File: config.mk
export PLATFORM = sky130hd
export DESIGN_NAME = bresenham_line_generator
export DESIGN_NICKNAME = d
export VERILOG_FILES = /design/src/hdl/bres_pkg.sv /design/src/hdl/bres_cfg.sv /design/src/hdl/bres_load.sv /design/src/hdl/bres_pixel.sv /design/src/hdl/bresenham_line_generator.sv
export SDC_FILE = /design/constraint.sdc
export NUM_CORES = 1
export LEC_CHECK = 0
export ABC_AREA = 1
export BUFFER_PORTS_ARGS = -buffer_cell sky130_fd_sc_hd__buf_2
export CAP_MARGIN = 40
export CORE_UTILIZATION = 45
export CTS_CLUSTER_DIAMETER = 60
export CTS_CLUSTER_SIZE = 10
export DETAILED_ROUTE_END_ITERATION = 6
export PLACE_DENSITY = 0.63
export SYNTH_ARGS = -nofsm -noshare
export SYNTH_HDL_FRONTEND = slang
export SYNTH_SLANG_ARGS = --single-unit
export TNS_END_PERCENT = 100
File: constraint.sdc
create_clock -name clk -period 9.9 [get_ports clk]
set_input_delay 0.99 -clock clk [delete_from_list [all_inputs] [get_ports clk]]
set_output_delay 0.99 -clock clk [all_outputs]
set_load 0.03 [all_outputs]
File: src/hdl/bres_pkg.sv
// shared types, widths and codes for the bresenham line generator
`timescale 1ns / 1ps
`default_nettype none

package bres_pkg;

  localparam int COORD_BITS = 12;
  localparam int DELTA_BITS = COORD_BITS + 1;
  localparam int ERR_BITS   = COORD_BITS + 3;
  localparam int REG_BITS   = 13;
  localparam int ADDR_BITS  = 24;
  localparam int COLOR_BITS = 32;
  localparam int PADDR_BITS = 4;
  localparam int DATA_BITS  = 32;

  localparam logic [REG_BITS-1:0] VIS_WIDTH_RESET  = 13'd640;
  localparam logic [REG_BITS-1:0] VIS_HEIGHT_RESET = 13'd480;
  localparam logic [REG_BITS-1:0] ROW_PITCH_RESET  = 13'd640;

  typedef enum logic {
    OP_LOAD = 1'b0,
    OP_STEP = 1'b1
  } opcode_t;

  typedef enum logic [1:0] {
    REG_VIS_WIDTH  = 2'd0,
    REG_VIS_HEIGHT = 2'd1,
    REG_ROW_PITCH  = 2'd2
  } reg_index_t;

  typedef struct packed {
    logic [REG_BITS-1:0] vis_width;
    logic [REG_BITS-1:0] vis_height;
    logic [REG_BITS-1:0] row_pitch;
  } cfg_t;

  typedef struct packed {
    logic                         active;
    logic                         steep;
    logic signed [COORD_BITS-1:0] major_pos;
    logic signed [COORD_BITS-1:0] major_stop;
    logic signed [COORD_BITS-1:0] minor_pos;
    logic signed [ERR_BITS-1:0]   error_term;
    logic [DELTA_BITS-1:0]        delta_major;
    logic [DELTA_BITS-1:0]        delta_minor;
    logic                         step_down;
    logic [COLOR_BITS-1:0]        color;
  } line_t;

  typedef struct packed {
    logic signed [COORD_BITS-1:0] x;
    logic signed [COORD_BITS-1:0] y;
    logic [ADDR_BITS-1:0]         address;
    logic [COLOR_BITS-1:0]        color;
    logic                         write_enable;
    logic                         last;
  } pixel_t;

endpackage

`default_nettype wire

File: src/hdl/bres_cfg.sv
// configuration register file behind the apb-style port
`timescale 1ns / 1ps
`default_nettype none

module bres_cfg (
  input  wire logic                           clk,
  input  wire logic                           rst,
  input  wire logic                           psel,
  input  wire logic                           penable,
  input  wire logic                           pwrite,
  input  wire logic [bres_pkg::PADDR_BITS-1:0] paddr,
  input  wire logic [bres_pkg::DATA_BITS-1:0]  pwdata,
  output logic      [bres_pkg::DATA_BITS-1:0]  prdata,
  output logic                                pready,
  output bres_pkg::cfg_t                      cfg
);

  bres_pkg::reg_index_t index;
  logic                 wr;

  assign index  = bres_pkg::reg_index_t'(paddr[bres_pkg::PADDR_BITS-1:2]);
  assign pready = 1'b1;
  assign wr     = psel && penable && pwrite && pready;

  always_ff @(posedge clk) begin
    if (rst) begin
      cfg.vis_width  <= bres_pkg::VIS_WIDTH_RESET;
      cfg.vis_height <= bres_pkg::VIS_HEIGHT_RESET;
      cfg.row_pitch  <= bres_pkg::ROW_PITCH_RESET;
    end else if (wr) begin
      case (index)
        bres_pkg::REG_VIS_WIDTH:  cfg.vis_width  <= pwdata[bres_pkg::REG_BITS-1:0];
        bres_pkg::REG_VIS_HEIGHT: cfg.vis_height <= pwdata[bres_pkg::REG_BITS-1:0];
        bres_pkg::REG_ROW_PITCH:  cfg.row_pitch  <= pwdata[bres_pkg::REG_BITS-1:0];
        default: ;
      endcase
    end
  end

  always_comb begin
    case (index)
      bres_pkg::REG_VIS_WIDTH:  prdata = bres_pkg::DATA_BITS'(cfg.vis_width);
      bres_pkg::REG_VIS_HEIGHT: prdata = bres_pkg::DATA_BITS'(cfg.vis_height);
      bres_pkg::REG_ROW_PITCH:  prdata = bres_pkg::DATA_BITS'(cfg.row_pitch);
      default:                  prdata = '0;
    endcase
  end

endmodule

`default_nettype wire

File: src/hdl/bres_load.sv
// line setup: axis choice, endpoint ordering, deltas and initial error term
`timescale 1ns / 1ps
`default_nettype none

module bres_load (
  input  wire logic signed [bres_pkg::COORD_BITS-1:0] x_start,
  input  wire logic signed [bres_pkg::COORD_BITS-1:0] y_start,
  input  wire logic signed [bres_pkg::COORD_BITS-1:0] x_end,
  input  wire logic signed [bres_pkg::COORD_BITS-1:0] y_end,
  input  wire logic        [bres_pkg::COLOR_BITS-1:0] draw_color,
  output bres_pkg::line_t                             line
);

  logic signed [bres_pkg::DELTA_BITS-1:0] dx;
  logic signed [bres_pkg::DELTA_BITS-1:0] dy;
  logic        [bres_pkg::DELTA_BITS-1:0] adx;
  logic        [bres_pkg::DELTA_BITS-1:0] ady;
  logic signed [bres_pkg::DELTA_BITS-1:0] dmin;
  logic signed [bres_pkg::DELTA_BITS-1:0] dmaj;
  logic        [bres_pkg::DELTA_BITS-1:0] admin;
  logic signed [bres_pkg::COORD_BITS-1:0] a0;
  logic signed [bres_pkg::COORD_BITS-1:0] b0;
  logic signed [bres_pkg::COORD_BITS-1:0] a1;
  logic signed [bres_pkg::COORD_BITS-1:0] b1;
  logic                                   steep;

  assign dx  = bres_pkg::DELTA_BITS'(x_end) - bres_pkg::DELTA_BITS'(x_start);
  assign dy  = bres_pkg::DELTA_BITS'(y_end) - bres_pkg::DELTA_BITS'(y_start);
  assign adx = dx[bres_pkg::DELTA_BITS-1] ? -dx : dx;
  assign ady = dy[bres_pkg::DELTA_BITS-1] ? -dy : dy;
  assign steep = !(ady < adx);

  always_comb begin
    if (!steep) begin
      if (x_start > x_end) begin
        a0 = x_end;   b0 = y_end;   a1 = x_start; b1 = y_start;
      end else begin
        a0 = x_start; b0 = y_start; a1 = x_end;   b1 = y_end;
      end
    end else begin
      if (y_start > y_end) begin
        a0 = y_end;   b0 = x_end;   a1 = y_start; b1 = x_start;
      end else begin
        a0 = y_start; b0 = x_start; a1 = y_end;   b1 = x_end;
      end
    end
  end

  assign dmin  = bres_pkg::DELTA_BITS'(b1) - bres_pkg::DELTA_BITS'(b0);
  assign dmaj  = bres_pkg::DELTA_BITS'(a1) - bres_pkg::DELTA_BITS'(a0);
  assign admin = dmin[bres_pkg::DELTA_BITS-1] ? -dmin : dmin;

  always_comb begin
    line.active      = a0 < a1;
    line.steep       = steep;
    line.major_pos   = a0;
    line.major_stop  = a1;
    line.minor_pos   = b0;
    line.delta_major = dmaj;
    line.delta_minor = admin;
    line.step_down   = dmin[bres_pkg::DELTA_BITS-1];
    line.color       = draw_color;
    // 2*dminor - dmajor
    line.error_term  = (bres_pkg::ERR_BITS'(admin) << 1) - bres_pkg::ERR_BITS'(dmaj);
  end

endmodule

`default_nettype wire

File: src/hdl/bres_pixel.sv
// one pixel step: coordinates, clipping, address and the error-term update
`timescale 1ns / 1ps
`default_nettype none

module bres_pixel (
  input  wire bres_pkg::line_t line,
  input  wire bres_pkg::cfg_t  cfg,
  output bres_pkg::pixel_t     pixel,
  output bres_pkg::line_t      line_next
);

  logic signed [bres_pkg::COORD_BITS-1:0] px;
  logic signed [bres_pkg::COORD_BITS-1:0] py;
  logic        [bres_pkg::ADDR_BITS-1:0]  px_w;
  logic        [bres_pkg::ADDR_BITS-1:0]  py_w;
  logic        [bres_pkg::ADDR_BITS-1:0]  prod;
  logic signed [bres_pkg::DELTA_BITS-1:0] major_inc;
  logic signed [bres_pkg::DELTA_BITS-1:0] stop_ext;
  logic                                   on_screen;
  logic                                   last;
  logic                                   err_pos;

  assign px   = line.steep ? line.minor_pos : line.major_pos;
  assign py   = line.steep ? line.major_pos : line.minor_pos;
  assign px_w = bres_pkg::ADDR_BITS'($unsigned(px));
  assign py_w = bres_pkg::ADDR_BITS'($unsigned(py));

  assign on_screen = !px[bres_pkg::COORD_BITS-1] && !py[bres_pkg::COORD_BITS-1] &&
                     (px_w < bres_pkg::ADDR_BITS'(cfg.vis_width)) &&
                     (py_w < bres_pkg::ADDR_BITS'(cfg.vis_height));

  // address wraps modulo the address width
  assign prod = py_w * bres_pkg::ADDR_BITS'(cfg.row_pitch);

  assign major_inc = bres_pkg::DELTA_BITS'(line.major_pos) + bres_pkg::DELTA_BITS'(1);
  assign stop_ext  = bres_pkg::DELTA_BITS'(line.major_stop);
  assign last      = major_inc >= stop_ext;
  assign err_pos   = !line.error_term[bres_pkg::ERR_BITS-1] && (line.error_term != '0);

  always_comb begin
    pixel.x            = px;
    pixel.y            = py;
    pixel.address      = on_screen ? (px_w + prod) : '0;
    pixel.color        = line.color;
    pixel.write_enable = on_screen;
    pixel.last         = last;

    line_next           = line;
    line_next.major_pos = line.major_pos + bres_pkg::COORD_BITS'(1);
    line_next.active    = !last;
    if (err_pos) begin
      line_next.minor_pos  = line.step_down ? line.minor_pos - bres_pkg::COORD_BITS'(1)
                                            : line.minor_pos + bres_pkg::COORD_BITS'(1);
      line_next.error_term = line.error_term +
                             ((bres_pkg::ERR_BITS'(line.delta_minor) -
                               bres_pkg::ERR_BITS'(line.delta_major)) << 1);
    end else begin
      line_next.error_term = line.error_term + (bres_pkg::ERR_BITS'(line.delta_minor) << 1);
    end
  end

endmodule

`default_nettype wire

File: src/hdl/bresenham_line_generator.sv
// top level of the bresenham line generator: input register, line state, pixel register
//
//   channel   direction  handshake                 payload
//   item      in         item_valid / item_stall   opcode, x_start, y_start, x_end, y_end,
//                                                  draw_color
//   pixel     out        pixel_valid / pixel_stall pixel_x, pixel_y, pixel_address,
//                                                  pixel_color, write_enable, last_pixel
//   config    in         psel / penable / pready   paddr, pwdata, pwrite, prdata
//
// one item per cycle while the pixel output is not stalled: an item waits in the input
// register, then the setup or step logic updates the line state, and a step item loads
// the pixel register and raises pixel valid.
// a stalled pixel holds the pipe; the input register keeps taking items while it is free.
// synchronous reset clears the handshake state, drops any line and restores the registers.
`timescale 1ns / 1ps
`default_nettype none

module bresenham_line_generator (
  input  wire logic                                  clk,
  input  wire logic                                  rst,
  input  wire logic                                  item_valid,
  output logic                                       item_stall,
  input  wire logic                                  opcode,
  input  wire logic signed [bres_pkg::COORD_BITS-1:0] x_start,
  input  wire logic signed [bres_pkg::COORD_BITS-1:0] y_start,
  input  wire logic signed [bres_pkg::COORD_BITS-1:0] x_end,
  input  wire logic signed [bres_pkg::COORD_BITS-1:0] y_end,
  input  wire logic        [bres_pkg::COLOR_BITS-1:0] draw_color,
  output logic                                       pixel_valid,
  input  wire logic                                  pixel_stall,
  output logic signed      [bres_pkg::COORD_BITS-1:0] pixel_x,
  output logic signed      [bres_pkg::COORD_BITS-1:0] pixel_y,
  output logic             [bres_pkg::ADDR_BITS-1:0]  pixel_address,
  output logic             [bres_pkg::COLOR_BITS-1:0] pixel_color,
  output logic                                       write_enable,
  output logic                                       last_pixel,
  input  wire logic                                  psel,
  input  wire logic                                  penable,
  input  wire logic                                  pwrite,
  input  wire logic        [bres_pkg::PADDR_BITS-1:0] paddr,
  input  wire logic        [bres_pkg::DATA_BITS-1:0]  pwdata,
  output logic             [bres_pkg::DATA_BITS-1:0]  prdata,
  output logic                                       pready
);

  bres_pkg::cfg_t   cfg;
  bres_pkg::line_t  line;
  bres_pkg::line_t  line_load;
  bres_pkg::line_t  line_step;
  bres_pkg::pixel_t pixel_new;
  bres_pkg::pixel_t pixel;

  logic                                   s1_valid;
  logic                                   s1_opcode;
  logic signed [bres_pkg::COORD_BITS-1:0] s1_x_start;
  logic signed [bres_pkg::COORD_BITS-1:0] s1_y_start;
  logic signed [bres_pkg::COORD_BITS-1:0] s1_x_end;
  logic signed [bres_pkg::COORD_BITS-1:0] s1_y_end;
  logic        [bres_pkg::COLOR_BITS-1:0] s1_color;
  logic                                   go;
  logic                                   emit;

  bres_cfg u_cfg (
    .clk     (clk),
    .rst     (rst),
    .psel    (psel),
    .penable (penable),
    .pwrite  (pwrite),
    .paddr   (paddr),
    .pwdata  (pwdata),
    .prdata  (prdata),
    .pready  (pready),
    .cfg     (cfg)
  );

  bres_load u_load (
    .x_start    (s1_x_start),
    .y_start    (s1_y_start),
    .x_end      (s1_x_end),
    .y_end      (s1_y_end),
    .draw_color (s1_color),
    .line       (line_load)
  );

  bres_pixel u_pixel (
    .line      (line),
    .cfg       (cfg),
    .pixel     (pixel_new),
    .line_next (line_step)
  );

  assign go         = s1_valid && (!pixel_valid || !pixel_stall);
  assign emit       = go && (s1_opcode == bres_pkg::OP_STEP) && line.active;
  assign item_stall = s1_valid && !go;

  always_ff @(posedge clk) begin
    if (rst) begin
      s1_valid <= 1'b0;
    end else if (!item_stall) begin
      s1_valid <= item_valid;
    end
  end

  always_ff @(posedge clk) begin
    if (item_valid && !item_stall) begin
      s1_opcode  <= opcode;
      s1_x_start <= x_start;
      s1_y_start <= y_start;
      s1_x_end   <= x_end;
      s1_y_end   <= y_end;
      s1_color   <= draw_color;
    end
  end

  // a step while idle leaves the state alone
  always_ff @(posedge clk) begin
    if (rst) begin
      line.active <= 1'b0;
    end else if (go) begin
      if (s1_opcode == bres_pkg::OP_LOAD) begin
        line <= line_load;
      end else if (line.active) begin
        line <= line_step;
      end
    end
  end

  always_ff @(posedge clk) begin
    if (rst) begin
      pixel_valid <= 1'b0;
    end else if (emit) begin
      pixel_valid <= 1'b1;
    end else if (!pixel_stall) begin
      pixel_valid <= 1'b0;
    end
  end

  always_ff @(posedge clk) begin
    if (emit) begin
      pixel <= pixel_new;
    end
  end

  assign pixel_x       = pixel.x;
  assign pixel_y       = pixel.y;
  assign pixel_address = pixel.address;
  assign pixel_color   = pixel.color;
  assign write_enable  = pixel.write_enable;
  assign last_pixel    = pixel.last;

`ifndef ASSERT_OFF
  a_active_in_range: assert property (@(posedge clk) disable iff (rst)
    line.active |-> (line.major_pos < line.major_stop))
    else $error("active line has no pixel left");

  a_last_ends_line: assert property (@(posedge clk) disable iff (rst)
    (emit && pixel_new.last) |=> !line.active)
    else $error("line still active after its last pixel");

  a_load_no_pixel: assert property (@(posedge clk) disable iff (rst)
    (go && (s1_opcode == bres_pkg::OP_LOAD)) |=>
      (!pixel_valid || $past(pixel_valid && pixel_stall)))
    else $error("load transfer produced a pixel");

  a_clip_address: assert property (@(posedge clk) disable iff (rst)
    (pixel_valid && !write_enable) |-> (pixel_address == '0))
    else $error("clipped pixel carries an address");

  a_write_on_screen: assert property (@(posedge clk) disable iff (rst)
    (pixel_valid && write_enable) |->
      (!pixel_x[bres_pkg::COORD_BITS-1] && !pixel_y[bres_pkg::COORD_BITS-1]))
    else $error("write enabled for negative coordinate");
`endif

endmodule

`default_nettype wire
[Word-level counts from Yosys, hierarchy flattened]
Index checks and enable logic that the tools add are counted.
W data, S select, Z words.
Word-level totals
  bits in registers: 316
  latch bits: 0
  bits in writable memories: 0
  ROM bits: 0
  input port bits: 124
  output and inout bits: 117
  word-level logic and storage cells: 112
  memories kept: 0
Cells by class
  add/sub/neg operators: 16
  multiply operators: 1
  divide/modulo/power cells: 0
  magnitude comparators: 7
  eq/ne operators: 5
  shift operators: 0
  mux-type cells: 25
  bitwise operators: 2
  reductions and logical operators: 29
Operator list (count)
  $mux W112: 2
  $mux W12: 16
  $sub A12 B12 Y13: 4
  $mux W13: 3
  $neg A13 Y13: 3
  $pmux W13 S3: 1
  $lt A12 B13 Y1: 2
  $add A12 B2 Y12 const B: 2
  $add A12 B24 Y24: 1
  $gt A12 B12 Y1: 2
  $mul A12 B13 Y24: 1
  $add A15 B14 Y15: 1
  $add A15 B15 Y15: 1
  $mux W15: 1
  $reduce_bool A15 Y1: 1
  $sub A14 B15 Y15: 1
  $sub A13 B13 Y14: 1
  $add A12 B2 Y13 const B: 1
  $ge A13 B12 Y1: 1
  $lt A13 B13 Y1: 1
  $lt A12 B12 Y1: 1
  $sub A12 B2 Y12 const B: 1
  $logic_and A1 B1 Y1: 11
  $logic_not A1 Y1: 9
  other kinds (11): 17

[Depth between registers and ports, before layout]
  depth after elaboration: 10
  gate-level depth with buffers: 50
  depth with buffers taken out: 49

[Hierarchy]
Synthesis repeated with hierarchy kept, for this count alone.
Second synthesis, totals
  cells, all modules: 3985
  area, all modules: 29363.2 um2
Modules (own cells, without submodules)
  bres_pixel: times used 1, cells each 1669, area an instance 10543.9 um2, sequential area each 0.0 um2
  bresenham_line_generator: times used 1, cells each 671, area an instance 10070.9 um2, sequential area each 8287.9 um2
  bres_load: times used 1, cells each 1337, area an instance 6764.0 um2, sequential area each 0.0 um2
  bres_cfg: times used 1, cells each 308, area an instance 1984.4 um2, sequential area each 780.7 um2

[Least setup slack after synthesis]
Ideal clock, no wire load.
  kind: register to register
  from: register s1_x_start[0] (netlist bit)
  to: register line[71] (netlist name)
  setup time: 0.258 ns
  arrival: 6.473 ns
  data required time: 9.642 ns
  slack: 3.168 ns
  stages on the path, launching flop included: 42
  buffers on the path: 1
  period minus slack after synthesis: 6.732 ns
  path through: edfxtp_1 ha_1 fa_1 o211ai_1 nand2_1 nand2_1 nand2_1 nand2_1 xor2_1 nor3_1 nor2_1 xnor2_1 inv_1 ha_1 a21oi_1 nand3b_1 o2111ai_2 inv_1 [6 not listed] inv_1 ha_1 a21boi_0 nand3_1 nor2_1 nand2_1 nand2_1 xor2_1 inv_1 ha_1 a21oi_1 inv_1 a31oi_1 o21ai_1 a21boi_0 a21oi_1 o21ai_0 nand2_1
Between the ends
  word-level cells in the longest chain between the ends: 10
  elaborated cells on any way between the ends: 21
  classes of those cells: add/sub: 6; order compare: 2; mux: 13
Ends and longest elaborated chain
  start, declared: RTL line bresenham_line_generator.sv:55  | logic signed [bres_pkg::COORD_BITS-1:0] s1_x_start;
  start signal, assigned: RTL line bresenham_line_generator.sv:107  | s1_x_start <= x_start;
  $sub A12 B12 Y13: RTL line bres_load.sv:27  | assign dx = bres_pkg::DELTA_BITS'(x_end) - bres_pkg::DELTA_BITS'(x_start);
  $neg A13 Y13: RTL line bres_load.sv:29  | assign adx = dx[bres_pkg::DELTA_BITS-1] ? -dx : dx;
  $mux W13: RTL line bres_load.sv:29
  $lt A13 B13 Y1: RTL line bres_load.sv:31  | assign steep = !(ady < adx);
  $mux W12: RTL line bres_load.sv:34  | if (!steep) begin
  $sub A12 B12 Y13: RTL line bres_load.sv:49  | assign dmin = bres_pkg::DELTA_BITS'(b1) - bres_pkg::DELTA_BITS'(b0);
  $neg A13 Y13: RTL line bres_load.sv:51  | assign admin = dmin[bres_pkg::DELTA_BITS-1] ? -dmin : dmin;
  $mux W13: RTL line bres_load.sv:51
  $sub A14 B15 Y15 *: RTL line bres_load.sv:64  | line.error_term = (bres_pkg::ERR_BITS'(admin) << 1) - bres_pkg::ERR_BITS'(dmaj);
  $mux W112 *: RTL line bresenham_line_generator.sv:120  | if (s1_opcode == bres_pkg::OP_LOAD) begin
Mark *: on every way between the ends. The rest lies on a longest branch, timed or not.
A chain may end at the register's enable or synchronous reset.

[Worst setup path in the final report]
  from: register s1_x_start[0] (netlist bit)
  to: register line[71] (netlist name)
Between the ends
  word-level cells in the longest chain between the ends: 10
  elaborated cells on any way between the ends: 21
  classes of those cells: add/sub: 6; order compare: 2; mux: 13
Ends and longest elaborated chain (RTL line)
  $sub A12 B12 Y13: bres_load.sv:27
  $neg A13 Y13: bres_load.sv:29
  $mux W13: bres_load.sv:29
  $lt A13 B13 Y1: bres_load.sv:31
  $mux W12: bres_load.sv:34
  $sub A12 B12 Y13: bres_load.sv:49
  $neg A13 Y13: bres_load.sv:51
  $mux W13: bres_load.sv:51
  $sub A14 B15 Y15 *: bres_load.sv:64
  $mux W112 *: bresenham_line_generator.sv:120
Marked as above.

==> impl_metrics.json <==
{
  "drive_above_1_share": 0.107,
  "worst_path_max_delay_cell": "edfxtp_1",
  "cp_common_cell": "nand2_1",
  "setup_violations": 0,
  "yosys_warnings": 0,
  "grt_pass1_vias": 20300,
  "worst_pin_slew_ns": 0.887,
  "antenna_found_initial": 0,
  "avgRoutedWirePerCell_um": 17.7,
  "slew_headroom": 0.409,
  "die_h_um": 237,
  "post-cts-setup-buffers": 0,
  "rows": 85,
  "place_area_um2": 26600,
  "synth_enable_flop_cells": 274,
  "wl_met1_um": 27800,
  "fill_cells": 5114,
  "num_vias": 20600,
  "setup-tns-final_ns": 0,
  "syn_avg_cell_area_um2": 8.45,
  "htreeDepth": 2,
  "critPathMaxStageDelay_ns": 0.50,
  "synthArstFlopShare": 0,
  "areaGrowthSynthToFinish_pct": 12.3,
  "clock_latency_ns": 0.60,
  "seq_area_frac_synth": 0.364,
  "layout_min_cycle_time_ns": 8.44,
  "insertedDiodeCount": 0,
  "ys.flop_type": "edfxtp_1",
  "dp_hpwl_um": 53300,
  "ios": 241,
  "final_area_um2": 28000,
  "cts_max_path_buffers": 3,
  "start_util": 0.459,
  "dr_wl_met3_um": 3560,
  "cts_hold_buffers": 0,
  "hold_violations": 0,
  "worstPathMaxFanout": 26,
  "grt_max_degree": 83,
  "first_pass_iters": 7,
  "critical_path_arrival_ns": 8.76,
  "cts_buffers": 43,
  "skew_ns": 0.0508,
  "max_freq_mhz": 118,
  "worst-setup-path-type": "reg -> reg",
  "status": "finished, violations left",
  "routed_wl_um": 68100,
  "grt_overflow": 0,
  "min_period_over_period": 0.853,
  "grt_usage": 0.244,
  "rsz0062_at_grt": "false",
  "ys_types": 54,
  "yosys.area.top_type_share": 0.330,
  "ys_ff_latch": 316,
  "drcViolationCount": 1,
  "worstHoldPathCells": 0,
  "clock_sinks": 316,
  "synth_top_area_cell": "edfxtp_1",
  "grt_pass1_wl_um": 108000,
  "synthCells": 2947,
  "netlist_area_um2": 24900,
  "cts_resized": 0,
  "cap_violations": 0,
  "fin_nets": 3602,
  "wl_met2_um": 34200,
  "violations": "DRC",
  "clk_pin_slew_worst_paths_ns": 0.05,
  "detail-route-antenna-nets": 0,
  "place.gp.congestion": 0.928,
  "cts_root_buffer": "clkbuf_16",
  "drtIter0Drc": 1449,
  "fp.dieArea_um2": 56300,
  "synthTopCellsByArea": "edfxtp_1 (33%), ha_1 (11%), fa_1 (10%)",
  "cp.required_ns": 10.22,
  "fp.dieW_um": 237,
  "avgViaCountPerCell": 5.34,
  "r2r.worst_path.cells": 38,
  "cp-end-kind": "flop",
  "portBuffers": 199,
  "start_kind": "flop",
  "drv_slew": 0,
  "top_layer": "met4",
  "cts_tree": "built",
  "core_um2": 54200,
  "holdCritPathClass": "reg -> reg"
}
==> stage by stage <==
stage / util / cells / hold slack (ns) / worst slack, ns
6_report: 0.516 / 3855 / 0.392 / 1.46
5_1_grt: 0.516 / 3855 / 0.399 / 0.932
4_1_cts: 0.516 / 3855 / 0.382 / 1.58
3_5_place_dp: 0.490 / 3782 / 0.405 / 1.61
3_3_place_gp: 0.488 / 3774 / 0.401 / 1.69
2_1_floorplan: - / 2965 / 0.400 / 3.17
==> critical path, delay by kind of cell (launching register included) <==
family / cells / cell delay (ns)
xor gates and xnor gates: 2 / 0.40
and+or+nand+nor: 12 / 1.47
AOI/OAI and AO/OA: 14 / 3.15
buffers and inverters: 5 / 1.13
DFF: 1 / 0.50
adders and majority gates: 5 / 1.50
==> cell families after synthesis <==
family	after synthesis	synth area share
AO/OA/AOI/OAI	499	0.115
XOR/XNOR	92	0.0330
adder cells (fa/ha/maj)	347	0.213
buffers and inverters	600	0.0964
flip-flops	316	0.364
other	2	0.000301
AND/OR/NAND/NOR	1091	0.178
==> per-layer routing <==
layer,GRT usage,vias to the layer above
met4,0.0958,0
li1,-,10000
met5,0,-
met2,0.437,647
met1,0.300,9780
met3,0.0269,137
==> area by class of cell <==
| type | count | area, um^2 | share of cell area |
|---|---|---|---|
| multi-input combinational | 2049 | 13500 | 0.484 |
| sequential | 316 | 9070 | 0.324 |
| inverter | 492 | 1850 | 0.0660 |
| timing repair buffer | 229 | 1250 | 0.0447 |
| clock buffer | 57 | 1150 | 0.0411 |
| tap | 696 | 871 | 0.0311 |
| clock inverter | 16 | 250 | 0.00894 |
==> flip-flops by register name, indices dropped and copies added, names as in the netlist, 24 cells and up <==
signal,count
pixel_address,24
pixel_color,32
s1_color,32
line,112
u_cfg.cfg,39
==> worst paths after layout <==
path / from / endpoint / slack (ns)
worst max-delay path: s1_x_start[0] / line[71] / 1.46
worst min-delay path: line[31] / pixel_color[31] / 0.39
worst max register to register: s1_x_start[0] / line[71] / 1.46
worst min register to register: line[31] / pixel_color[31] / 0.39
==> layout by cell type, fill, tap and decap left out, types with 16 or more instances in the layout <==
cell and n:
nand2_1 627, inv_1 478, edfxtp_1 274, nor2_1 249, ha_1 219, buf_2 203, a21oi_1 194, o21ai_0 152
nand3_1 141, fa_1 128, xor2_1 65, clkbuf_16 44, dfxtp_1 42, o211ai_1 40, o21ai_1 28, xnor2_1 25
buf_4 23, nand4_1 22, conb_1 20, nor3_1 16
==> cell usage after synthesis, types with 27 or more instances <==
| cell | number |
|---|---|
| a21oi_1 | 194 |
| dfxtp_1 | 42 |
| edfxtp_1 | 274 |
| o21ai_1 | 27 |
| clkbuf_1 | 63 |
| nand2_1 | 627 |
| nor2_1 | 251 |
| nand3_1 | 141 |
| o21ai_0 | 153 |
| o211ai_1 | 40 |
| inv_1 | 479 |
| ha_1 | 219 |
| xor2_1 | 65 |
| fa_1 | 128 |
Power is left out: the tool's default activity adds up to more than one toggle a clock period on the data nets, which glitch-free logic cannot reach.
